==> src/rtl/ocpd_pkg.sv <==
package ocpd_pkg;

    localparam int SAMPLE_W      = 16;
    localparam int TIME_W        = 16;
    localparam int COUNT_W       = 4;
    localparam int SAMPLE_FIELDS = 8;
    localparam int BATCH_SIZE    = 8;
    localparam int USABLE_MAX    = (BATCH_SIZE < SAMPLE_FIELDS) ? BATCH_SIZE : SAMPLE_FIELDS;
    localparam int SAMPLE_IDX_W  = $clog2(SAMPLE_FIELDS);
    localparam int SUM_W         = SAMPLE_W + $clog2(SAMPLE_FIELDS);
    localparam int PROD_W        = SAMPLE_W + COUNT_W;
    localparam int QUEUE_DEPTH   = 2;

    localparam int CFG_INDEX_W = 2;
    localparam logic [CFG_INDEX_W-1:0] REG_THRESHOLD = 2'd0;
    localparam logic [CFG_INDEX_W-1:0] REG_WINDOW    = 2'd1;

    localparam logic [SAMPLE_W-1:0] THRESHOLD_RESET = 16'd10000;
    localparam logic [TIME_W-1:0]   WINDOW_RESET    = 16'd50;

    typedef struct packed {
        logic [COUNT_W-1:0]  sample_count;
        logic [TIME_W-1:0]   elapsed_ms;
        logic [SAMPLE_W-1:0] sample0;
        logic [SAMPLE_W-1:0] sample1;
        logic [SAMPLE_W-1:0] sample2;
        logic [SAMPLE_W-1:0] sample3;
        logic [SAMPLE_W-1:0] sample4;
        logic [SAMPLE_W-1:0] sample5;
        logic [SAMPLE_W-1:0] sample6;
        logic [SAMPLE_W-1:0] sample7;
    } in_t;

    typedef struct packed {
        logic [SAMPLE_W-1:0] mean_current_ma;
        logic                over_current;
        logic [TIME_W-1:0]   over_time_ms;
    } out_t;

    typedef struct packed {
        logic [SAMPLE_W-1:0] threshold_ma;
        logic [TIME_W-1:0]   window_ms;
    } cfg_t;

    // batch summary handed from front to back
    typedef struct packed {
        logic [SUM_W-1:0]   sum;
        logic [COUNT_W-1:0] count;
        logic [TIME_W-1:0]  elapsed;
    } job_t;

    function automatic logic [COUNT_W-1:0] usable_count(logic [COUNT_W-1:0] raw);
        logic [COUNT_W-1:0] n;
        n = raw;
        if (n > COUNT_W'(USABLE_MAX))
        begin
            n = COUNT_W'(USABLE_MAX);
        end
        return n;
    endfunction

endpackage

==> src/rtl/ocpd_front.sv <==
module ocpd_front (
    input  logic              clk,
    input  logic              rst_n,
    input  logic              in_valid,
    output logic              in_stall,
    input  ocpd_pkg::in_t     in_data,
    output logic              push_valid,
    input  logic              push_ready,
    output ocpd_pkg::job_t    push_job
);

    typedef enum logic [1:0] {
        F_IDLE = 2'b01,
        F_SUM  = 2'b10
    } front_state_t;

    front_state_t state_reg, state_next;

    ocpd_pkg::in_t                      item_reg, item_next;
    logic [ocpd_pkg::COUNT_W-1:0]       count_reg, count_next;
    logic [ocpd_pkg::COUNT_W-1:0]       idx_reg, idx_next;
    logic [ocpd_pkg::SUM_W-1:0]         sum_reg, sum_next;
    logic [ocpd_pkg::SAMPLE_W-1:0]      samples [ocpd_pkg::SAMPLE_FIELDS];
    logic [ocpd_pkg::SAMPLE_W-1:0]      cur_sample;

    assign samples[0] = item_reg.sample0;
    assign samples[1] = item_reg.sample1;
    assign samples[2] = item_reg.sample2;
    assign samples[3] = item_reg.sample3;
    assign samples[4] = item_reg.sample4;
    assign samples[5] = item_reg.sample5;
    assign samples[6] = item_reg.sample6;
    assign samples[7] = item_reg.sample7;

    // idx stays below the count while adding, so the low bits suffice
    assign cur_sample = samples[idx_reg[ocpd_pkg::SAMPLE_IDX_W-1:0]];

    assign in_stall = (state_reg != F_IDLE);

    assign push_job.sum     = sum_reg;
    assign push_job.count   = count_reg;
    assign push_job.elapsed = item_reg.elapsed_ms;

    always_comb
    begin
        state_next = state_reg;
        item_next  = item_reg;
        count_next = count_reg;
        idx_next   = idx_reg;
        sum_next   = sum_reg;
        push_valid = 1'b0;
        case (state_reg)
            F_IDLE:
            begin
                if (in_valid)
                begin
                    item_next  = in_data;
                    count_next = ocpd_pkg::usable_count(in_data.sample_count);
                    idx_next   = '0;
                    sum_next   = '0;
                    state_next = F_SUM;
                end
            end
            F_SUM:
            begin
                if (idx_reg != count_reg)
                begin
                    // one sample per cycle
                    sum_next = sum_reg + ocpd_pkg::SUM_W'(cur_sample);
                    idx_next = idx_reg + 1'b1;
                end
                else
                begin
                    push_valid = 1'b1;
                    if (push_ready)
                    begin
                        state_next = F_IDLE;
                    end
                end
            end
            default:
            begin
                state_next = F_IDLE;
            end
        endcase
    end

    always_ff @(posedge clk or negedge rst_n)
    begin
        if (!rst_n)
        begin
            state_reg <= F_IDLE;
        end
        else
        begin
            state_reg <= state_next;
        end
    end

    always_ff @(posedge clk)
    begin
        item_reg  <= item_next;
        count_reg <= count_next;
        idx_reg   <= idx_next;
        sum_reg   <= sum_next;
    end

endmodule

==> src/rtl/ocpd_queue.sv <==
module ocpd_queue #(
    parameter int DEPTH = ocpd_pkg::QUEUE_DEPTH
) (
    input  logic              clk,
    input  logic              rst_n,
    input  logic              push_valid,
    output logic              push_ready,
    input  ocpd_pkg::job_t    push_job,
    output logic              pop_valid,
    input  logic              pop_ready,
    output ocpd_pkg::job_t    pop_job
);

    localparam int PTR_W = (DEPTH > 1) ? $clog2(DEPTH) : 1;
    localparam int CNT_W = $clog2(DEPTH + 1);

    ocpd_pkg::job_t   entries [DEPTH];
    logic [PTR_W-1:0] wr_ptr_reg, wr_ptr_next;
    logic [PTR_W-1:0] rd_ptr_reg, rd_ptr_next;
    logic [CNT_W-1:0] fill_reg, fill_next;
    logic             do_push, do_pop;

    assign push_ready = (fill_reg != CNT_W'(DEPTH));
    assign pop_valid  = (fill_reg != '0);
    assign pop_job    = entries[rd_ptr_reg];

    assign do_push = push_valid && push_ready;
    assign do_pop  = pop_valid && pop_ready;

    always_comb
    begin
        wr_ptr_next = wr_ptr_reg;
        rd_ptr_next = rd_ptr_reg;
        fill_next   = fill_reg;
        if (do_push)
        begin
            wr_ptr_next = (wr_ptr_reg == PTR_W'(DEPTH - 1)) ? '0 : wr_ptr_reg + 1'b1;
        end
        if (do_pop)
        begin
            rd_ptr_next = (rd_ptr_reg == PTR_W'(DEPTH - 1)) ? '0 : rd_ptr_reg + 1'b1;
        end
        if (do_push && !do_pop)
        begin
            fill_next = fill_reg + 1'b1;
        end
        else if (do_pop && !do_push)
        begin
            fill_next = fill_reg - 1'b1;
        end
    end

    always_ff @(posedge clk or negedge rst_n)
    begin
        if (!rst_n)
        begin
            wr_ptr_reg <= '0;
            rd_ptr_reg <= '0;
            fill_reg   <= '0;
        end
        else
        begin
            wr_ptr_reg <= wr_ptr_next;
            rd_ptr_reg <= rd_ptr_next;
            fill_reg   <= fill_next;
        end
    end

    always_ff @(posedge clk)
    begin
        if (do_push)
        begin
            entries[wr_ptr_reg] <= push_job;
        end
    end

endmodule

==> src/rtl/ocpd_back.sv <==
module ocpd_back (
    input  logic              clk,
    input  logic              rst_n,
    input  ocpd_pkg::cfg_t    cfg,
    input  logic              pop_valid,
    output logic              pop_ready,
    input  ocpd_pkg::job_t    pop_job,
    output logic              out_valid,
    input  logic              out_stall,
    output ocpd_pkg::out_t    out_data
);

    localparam int SUM_W  = ocpd_pkg::SUM_W;
    localparam int CNT_W  = ocpd_pkg::COUNT_W;
    localparam int STEP_W = $clog2(SUM_W);

    typedef enum logic [2:0] {
        B_IDLE = 3'b001,
        B_DIV  = 3'b010,
        B_UPD  = 3'b100
    } back_state_t;

    back_state_t state_reg, state_next;

    logic [SUM_W-1:0]              dvd_reg, dvd_next;
    logic [SUM_W-1:0]              quo_reg, quo_next;
    logic [CNT_W-1:0]              rem_reg, rem_next;
    logic [CNT_W-1:0]              count_reg, count_next;
    logic [ocpd_pkg::TIME_W-1:0]   elapsed_reg, elapsed_next;
    logic                          cand_reg, cand_next;
    logic [STEP_W-1:0]             step_reg, step_next;

    logic [ocpd_pkg::SAMPLE_W-1:0] mean_reg, mean_next;
    logic                          above_reg, above_next;
    logic [ocpd_pkg::TIME_W-1:0]   accum_reg, accum_next;
    logic                          status_reg, status_next;

    logic                          out_valid_reg, out_valid_next;
    ocpd_pkg::out_t                out_data_reg, out_data_next;

    logic [ocpd_pkg::PROD_W-1:0]   limit;
    logic [CNT_W:0]                trial;
    logic                          fits;
    logic                          load_ok;
    logic                          above_eff;
    logic [ocpd_pkg::TIME_W:0]     acc_sum;
    logic [ocpd_pkg::TIME_W-1:0]   acc_sat;

    assign out_valid = out_valid_reg;
    assign out_data  = out_data_reg;
    assign pop_ready = (state_reg == B_IDLE);

    // exact form of mean > threshold without a divide
    assign limit = ocpd_pkg::PROD_W'(cfg.threshold_ma) * ocpd_pkg::PROD_W'(pop_job.count);

    // restoring divide, one quotient bit per cycle
    assign trial = {rem_reg, dvd_reg[SUM_W-1]};
    assign fits  = (trial >= {1'b0, count_reg});

    assign load_ok   = !out_valid_reg || !out_stall;
    assign above_eff = (count_reg != '0) ? cand_reg : above_reg;
    assign acc_sum   = {1'b0, accum_reg} + {1'b0, elapsed_reg};
    assign acc_sat   = acc_sum[ocpd_pkg::TIME_W] ? '1 : acc_sum[ocpd_pkg::TIME_W-1:0];

    always_comb
    begin
        state_next     = state_reg;
        dvd_next       = dvd_reg;
        quo_next       = quo_reg;
        rem_next       = rem_reg;
        count_next     = count_reg;
        elapsed_next   = elapsed_reg;
        cand_next      = cand_reg;
        step_next      = step_reg;
        mean_next      = mean_reg;
        above_next     = above_reg;
        accum_next     = accum_reg;
        status_next    = status_reg;
        out_data_next  = out_data_reg;
        out_valid_next = out_valid_reg && out_stall;
        case (state_reg)
            B_IDLE:
            begin
                if (pop_valid)
                begin
                    dvd_next     = pop_job.sum;
                    quo_next     = '0;
                    rem_next     = '0;
                    count_next   = pop_job.count;
                    elapsed_next = pop_job.elapsed;
                    cand_next    = (ocpd_pkg::PROD_W'(pop_job.sum) > limit);
                    step_next    = '0;
                    state_next   = (pop_job.count == '0) ? B_UPD : B_DIV;
                end
            end
            B_DIV:
            begin
                dvd_next = {dvd_reg[SUM_W-2:0], 1'b0};
                quo_next = {quo_reg[SUM_W-2:0], fits};
                rem_next = fits ? CNT_W'(trial - {1'b0, count_reg}) : trial[CNT_W-1:0];
                step_next = step_reg + 1'b1;
                if (step_reg == STEP_W'(SUM_W - 1))
                begin
                    state_next = B_UPD;
                end
            end
            B_UPD:
            begin
                if (load_ok)
                begin
                    if (count_reg != '0)
                    begin
                        mean_next = quo_reg[ocpd_pkg::SAMPLE_W-1:0];
                    end
                    above_next = above_eff;
                    if (above_eff)
                    begin
                        accum_next  = acc_sat;
                        status_next = status_reg || (acc_sat >= cfg.window_ms);
                    end
                    else
                    begin
                        accum_next  = '0;
                        status_next = 1'b0;
                    end
                    out_data_next.mean_current_ma = (count_reg != '0)
                                                  ? quo_reg[ocpd_pkg::SAMPLE_W-1:0]
                                                  : mean_reg;
                    out_data_next.over_current    = status_next;
                    out_data_next.over_time_ms    = accum_next;
                    out_valid_next = 1'b1;
                    state_next     = B_IDLE;
                end
            end
            default:
            begin
                state_next = B_IDLE;
            end
        endcase
    end

    always_ff @(posedge clk or negedge rst_n)
    begin
        if (!rst_n)
        begin
            state_reg     <= B_IDLE;
            mean_reg      <= '0;
            above_reg     <= 1'b0;
            accum_reg     <= '0;
            status_reg    <= 1'b0;
            out_valid_reg <= 1'b0;
        end
        else
        begin
            state_reg     <= state_next;
            mean_reg      <= mean_next;
            above_reg     <= above_next;
            accum_reg     <= accum_next;
            status_reg    <= status_next;
            out_valid_reg <= out_valid_next;
        end
    end

    always_ff @(posedge clk)
    begin
        dvd_reg      <= dvd_next;
        quo_reg      <= quo_next;
        rem_reg      <= rem_next;
        count_reg    <= count_next;
        elapsed_reg  <= elapsed_next;
        cand_reg     <= cand_next;
        step_reg     <= step_next;
        out_data_reg <= out_data_next;
    end

endmodule

==> src/rtl/overcurrent_persistence_detector_top.sv <==
// Overcurrent persistence detector. Each input transfer carries a batch of up to
// eight current samples and the time since the previous batch; each one yields
// exactly one result transfer with the stored mean, the accumulated
// over-threshold time and the overcurrent status. The front end takes one
// batch, adds one sample per cycle and hands a sum to a small queue. The back
// end pops a sum; for a non-empty batch it runs a restoring divider that
// produces one quotient bit per cycle and then updates the state, while an
// empty batch goes straight to the update. The queue lets the front end sum
// the next batch while the back end is still dividing. Threshold and window
// may be written at any time the block has no batch in flight.
module overcurrent_persistence_detector_top #(
    parameter int QUEUE_DEPTH = ocpd_pkg::QUEUE_DEPTH
) (
    input  logic                               clk,
    input  logic                               rst_n,
    input  logic                               in_valid,
    output logic                               in_stall,
    input  ocpd_pkg::in_t                      in_data,
    output logic                               out_valid,
    input  logic                               out_stall,
    output ocpd_pkg::out_t                     out_data,
    input  logic                               cfg_valid,
    output logic                               cfg_ready,
    input  logic [ocpd_pkg::CFG_INDEX_W-1:0]   cfg_index,
    input  logic [15:0]                        cfg_data
);

    ocpd_pkg::cfg_t cfg_reg, cfg_next;
    logic           q_push_valid, q_push_ready;
    logic           q_pop_valid, q_pop_ready;
    ocpd_pkg::job_t q_push_job, q_pop_job;

    assign cfg_ready = 1'b1;

    always_comb
    begin
        cfg_next = cfg_reg;
        if (cfg_valid && cfg_ready)
        begin
            case (cfg_index)
                ocpd_pkg::REG_THRESHOLD: cfg_next.threshold_ma = cfg_data;
                ocpd_pkg::REG_WINDOW:    cfg_next.window_ms    = cfg_data;
                default:                 cfg_next              = cfg_reg;
            endcase
        end
    end

    always_ff @(posedge clk or negedge rst_n)
    begin
        if (!rst_n)
        begin
            cfg_reg.threshold_ma <= ocpd_pkg::THRESHOLD_RESET;
            cfg_reg.window_ms    <= ocpd_pkg::WINDOW_RESET;
        end
        else
        begin
            cfg_reg <= cfg_next;
        end
    end

    ocpd_front u_front (
        .clk        (clk),
        .rst_n      (rst_n),
        .in_valid   (in_valid),
        .in_stall   (in_stall),
        .in_data    (in_data),
        .push_valid (q_push_valid),
        .push_ready (q_push_ready),
        .push_job   (q_push_job)
    );

    ocpd_queue #(
        .DEPTH (QUEUE_DEPTH)
    ) u_queue (
        .clk        (clk),
        .rst_n      (rst_n),
        .push_valid (q_push_valid),
        .push_ready (q_push_ready),
        .push_job   (q_push_job),
        .pop_valid  (q_pop_valid),
        .pop_ready  (q_pop_ready),
        .pop_job    (q_pop_job)
    );

    ocpd_back u_back (
        .clk       (clk),
        .rst_n     (rst_n),
        .cfg       (cfg_reg),
        .pop_valid (q_pop_valid),
        .pop_ready (q_pop_ready),
        .pop_job   (q_pop_job),
        .out_valid (out_valid),
        .out_stall (out_stall),
        .out_data  (out_data)
    );

    // front end is busy in the cycle after taking a batch
    assert property (@(posedge clk) disable iff (!rst_n)
        (in_valid && !in_stall) |=> in_stall)
        else $error("front end took a batch without going busy");

    // back end leaves idle as soon as it pops a sum
    assert property (@(posedge clk) disable iff (!rst_n)
        (q_pop_valid && q_pop_ready) |=> !q_pop_ready)
        else $error("back end still idle after a pop");

    // a result only appears after the back end has been busy
    assert property (@(posedge clk) disable iff (!rst_n)
        $rose(out_valid) |-> $past(!q_pop_ready))
        else $error("result raised without back-end work");

endmodule

==> config.mk <==
export PLATFORM = sky130hd
export DESIGN_NAME = overcurrent_persistence_detector_top
export DESIGN_NICKNAME = d
export VERILOG_FILES = /design/src/rtl/ocpd_pkg.sv /design/src/rtl/ocpd_front.sv /design/src/rtl/ocpd_queue.sv /design/src/rtl/ocpd_back.sv /design/src/rtl/overcurrent_persistence_detector_top.sv
export SDC_FILE = /design/constraint.sdc
export NUM_CORES = 1
export LEC_CHECK = 0
export BUFFER_PORTS_ARGS = -buffer_cell sky130_fd_sc_hd__clkbuf_2
export CORE_MARGIN = 2
export CORE_UTILIZATION = 35
export CTS_BUF_LIST = sky130_fd_sc_hd__clkbuf_2 sky130_fd_sc_hd__clkbuf_4 sky130_fd_sc_hd__clkbuf_8
export CTS_CLUSTER_DIAMETER = 80
export DETAILED_ROUTE_END_ITERATION = 6
export GPL_ROUTABILITY_DRIVEN = 0
export GPL_TIMING_DRIVEN = 0
export PLACE_DENSITY = 0.53
export SYNTH_ARGS = -nofsm -noshare
export SYNTH_HDL_FRONTEND = slang
export SYNTH_SLANG_ARGS = --single-unit
==> constraint.sdc <==
create_clock -name clk -period 14.6 [get_ports clk]
set_input_delay 2.92 -clock clk [delete_from_list [all_inputs] [get_ports clk]]
set_output_delay 2.92 -clock clk [all_outputs]
set_load 0.05 [all_outputs]
==> out/qor.yml <==
outcome: "finished, final reports clean"
power.leakage_nw: 9.61
fillers: 5399
drive_above_1_share_pct: 31.9
netlist_area_um2: 20300
cts_htree_levels: 3
setup_tns_ps: 0
path_cells: "buf_1 > mux2_2 > clkbuf_1 > nand2_1 > fa_1 > inv_1 > fa_1 > fa_1 > a211oi_1 > o21ai_0 > a31o_2 > a31oi_1 > o21bai_1 > a21oi_1 > xor2_1 > ha_1 > a211o_1 > nor3_1 > nand3_1 > o21ai_0 > a21o_1 > a21oi_1"
root_buffer: "clkbuf_8"
power_mw: 5.59
netlist.area_leader.share_pct: 51.4
setup_viol: 0
drt_pass1_iterations: 7
postSynthCellCount: 1414
io_pins: 207
ir_worst_vdd_v: 0.0000930
largest_reg_flops: 128
routed_wl_mm: 42.9
multi_input_area_um2: 7360
maxCapViolCount: 0
cts_hold_buf: 0
synthArstFlopShare_pct: 18.0
yosysMostFrequentCell: "edfxtp_1"
fmax_ghz: 0.152
worstPathArrival_ps: 6940
ant_nets: 0
crit_slowest_cell: "fa_1"
core_um2: 57500
worstSetupStartpointType: "flip-flop"
cts.reportedPaths.clkPinSlew_ps: 70
port_buffers: 205
cts_buffer_depth: 3
grt_pass1_wl_mm: 68.6
fin_crit_sh_pct: 45.0
seq_area_um2: 12300
cpPeakStageDelay_ps: 550
yosysUniqueCellTypes: 74
rsz0062_at_grt: "no"
tightestPinTransition_ps: 1220
num_rows: 88
final_hold_viol_count: 0
fp.dieH_um: 245
wire_per_inst_um: 16.9
area_growth_pct: 18.3
grt-ovfl-total: 0
path_max_fanout: 10
synth-seq-cells: 423
syn_nets: 1715
grt_pass1_vias: 12700
viasPerCell: 4.76
clock-sinks: 423
die_x_um: 245
worstHoldPathType: "reg -> reg"
clkLatencyLatePin_ps: 650
synth_top_area_cell: "edfxtp_1"
diodes: 0
synth_top_cells_by_area: "edfxtp_1, dfrtp_1, mux2_2"
track_usage_pct: 14.6
start_util_pct: 35.3
critPathKind: "reg -> reg"
yosys_warnings: 0
numCtsBuffers: 75
skew_ps: 31.0
ff2ff_setup_slack_ps: 8030
cp_data_required_time_ps: 14970
p_per_area_nw_per_um2: 233
cp_common_cell: "fa_1"
post_cts_buffers: 0
synth_common_cells: "edfxtp_1, mux2_2, inv_1, ha_1, nor2_1"
dp_hpwl_mm: 32.1
nNetsFinal: 2006
setup.worst_path.end_class: "flip-flop"
slew_headroom_pct: 18.7
crit_buf_inv: 3
finalMaxSlewViolations: 0
drtIter0Drc: 661
cts_resized: 0
synth-seq-area-share_pct: 60.8
vias: 12000
crit_family: "compound AO/OA/AOI/OAI gates"
fin_crit_ps: 6570
antenna_found_initial: 1
cts_tree: "yes"
avgSynthCellArea_um2: 14.3
die_area_um2: 59900
grt_max_degree: 83
synth_edf_count: 347
drc: 0
synthFlopType: "edfxtp_1"
-- routing by layer --
layer	track usage, %	up-vias	wire [um]
met5	0	-	0
met4	4.75	0	860
met3	3.86	71	2380
met2	22.8	264	19800
met1	19.8	5937	19800
li1	-	5766	-
-- where the power goes --
group,switching (mW),internal (mW),leakage [nW]
Sequential,0.153,1.76,4.18
Combinational,1.48,1.07,4.61
Clock,0.498,0.624,0.815
Total,2.13,3.46,9.61
-- path summary, 6_finish.rpt --
| kind | from | end | cells past startpoint |
|---|---|---|---|
| worst max-delay path | u_queue.rd_ptr_reg | u_back.cand_reg | 22 |
| worst min-delay path | u_front.push_job[9] | u_queue.entries[1][9] | 0 |
| worst max register to register | u_queue.rd_ptr_reg | u_back.cand_reg | 22 |
| worst min register to register | u_front.push_job[9] | u_queue.entries[1][9] | 0 |
| max in group asynchronous | rst_n | cfg_reg[25] | 2 |
| min in group asynchronous | rst_n | u_back.mean_reg[11] | 1 |
-- cell usage in the layout (no fill, tap or decap), types with 11 or more instances in the layout --
cell,instances
edfxtp_1,347
clkbuf_2,204
mux2_2,135
inv_1,112
ha_1,99
clkbuf_8,82
nor2_1,81
nand2_1,68
dfrtp_1,66
and2_1,63
a21oi_1,56
o21ai_0,41
mux4_2,32
fa_1,31
xnor2_1,28
xor2_1,27
clkbuf_4,21
clkbuf_1,20
clkinv_1,14
a21o_1,13
nor3_1,12
clkinv_2,12
buf_2,11
nand2b_1,11
-- layout make-up --
| class | instances | share of cell area, % |
|---|---|---|
| timing repair buffer | 214 | 4.93 |
| sequential | 423 | 51.4 |
| tap | 765 | 3.99 |
| clock buffer | 101 | 5.27 |
| inverter | 115 | 1.82 |
| clock inverter | 37 | 1.18 |
| buffer | 37 | 0.694 |
| multi-input combinational | 839 | 30.7 |
-- per-stage QoR --
| step | cell area [um2] | hold WS [ps] | setup slack (ps) | utilization (%) | std cells |
|---|---|---|---|---|---|
| final | 24000 | 442 | 8030 | 41.7 | 2531 |
| after global routing | 24000 | 452 | 7520 | 41.7 | 2531 |
| after CTS | 24000 | 443 | 7990 | 41.7 | 2531 |
| after detailed placement | 22400 | 429 | 8030 | 39.0 | 2393 |
| after global placement | 22300 | 425 | 6780 | 38.7 | 2384 |
| after floorplan | 20300 | 421 | 7980 | - | 1414 |
-- kinds of logic after synthesis --
family | after synthesis | share of synthesized area [%]
flip-flops | 423 | 60.8
AND/OR/NAND/NOR | 296 | 7.41
AO/OA/AOI/OAI | 187 | 6.04
multiplexers | 170 | 11.2
buffers and inverters | 152 | 2.95
adder cells (fa/ha/maj) | 130 | 9.17
XOR/XNOR | 55 | 2.38
other | 1 | 0.0185
Power figures use the tool's default switching activity.
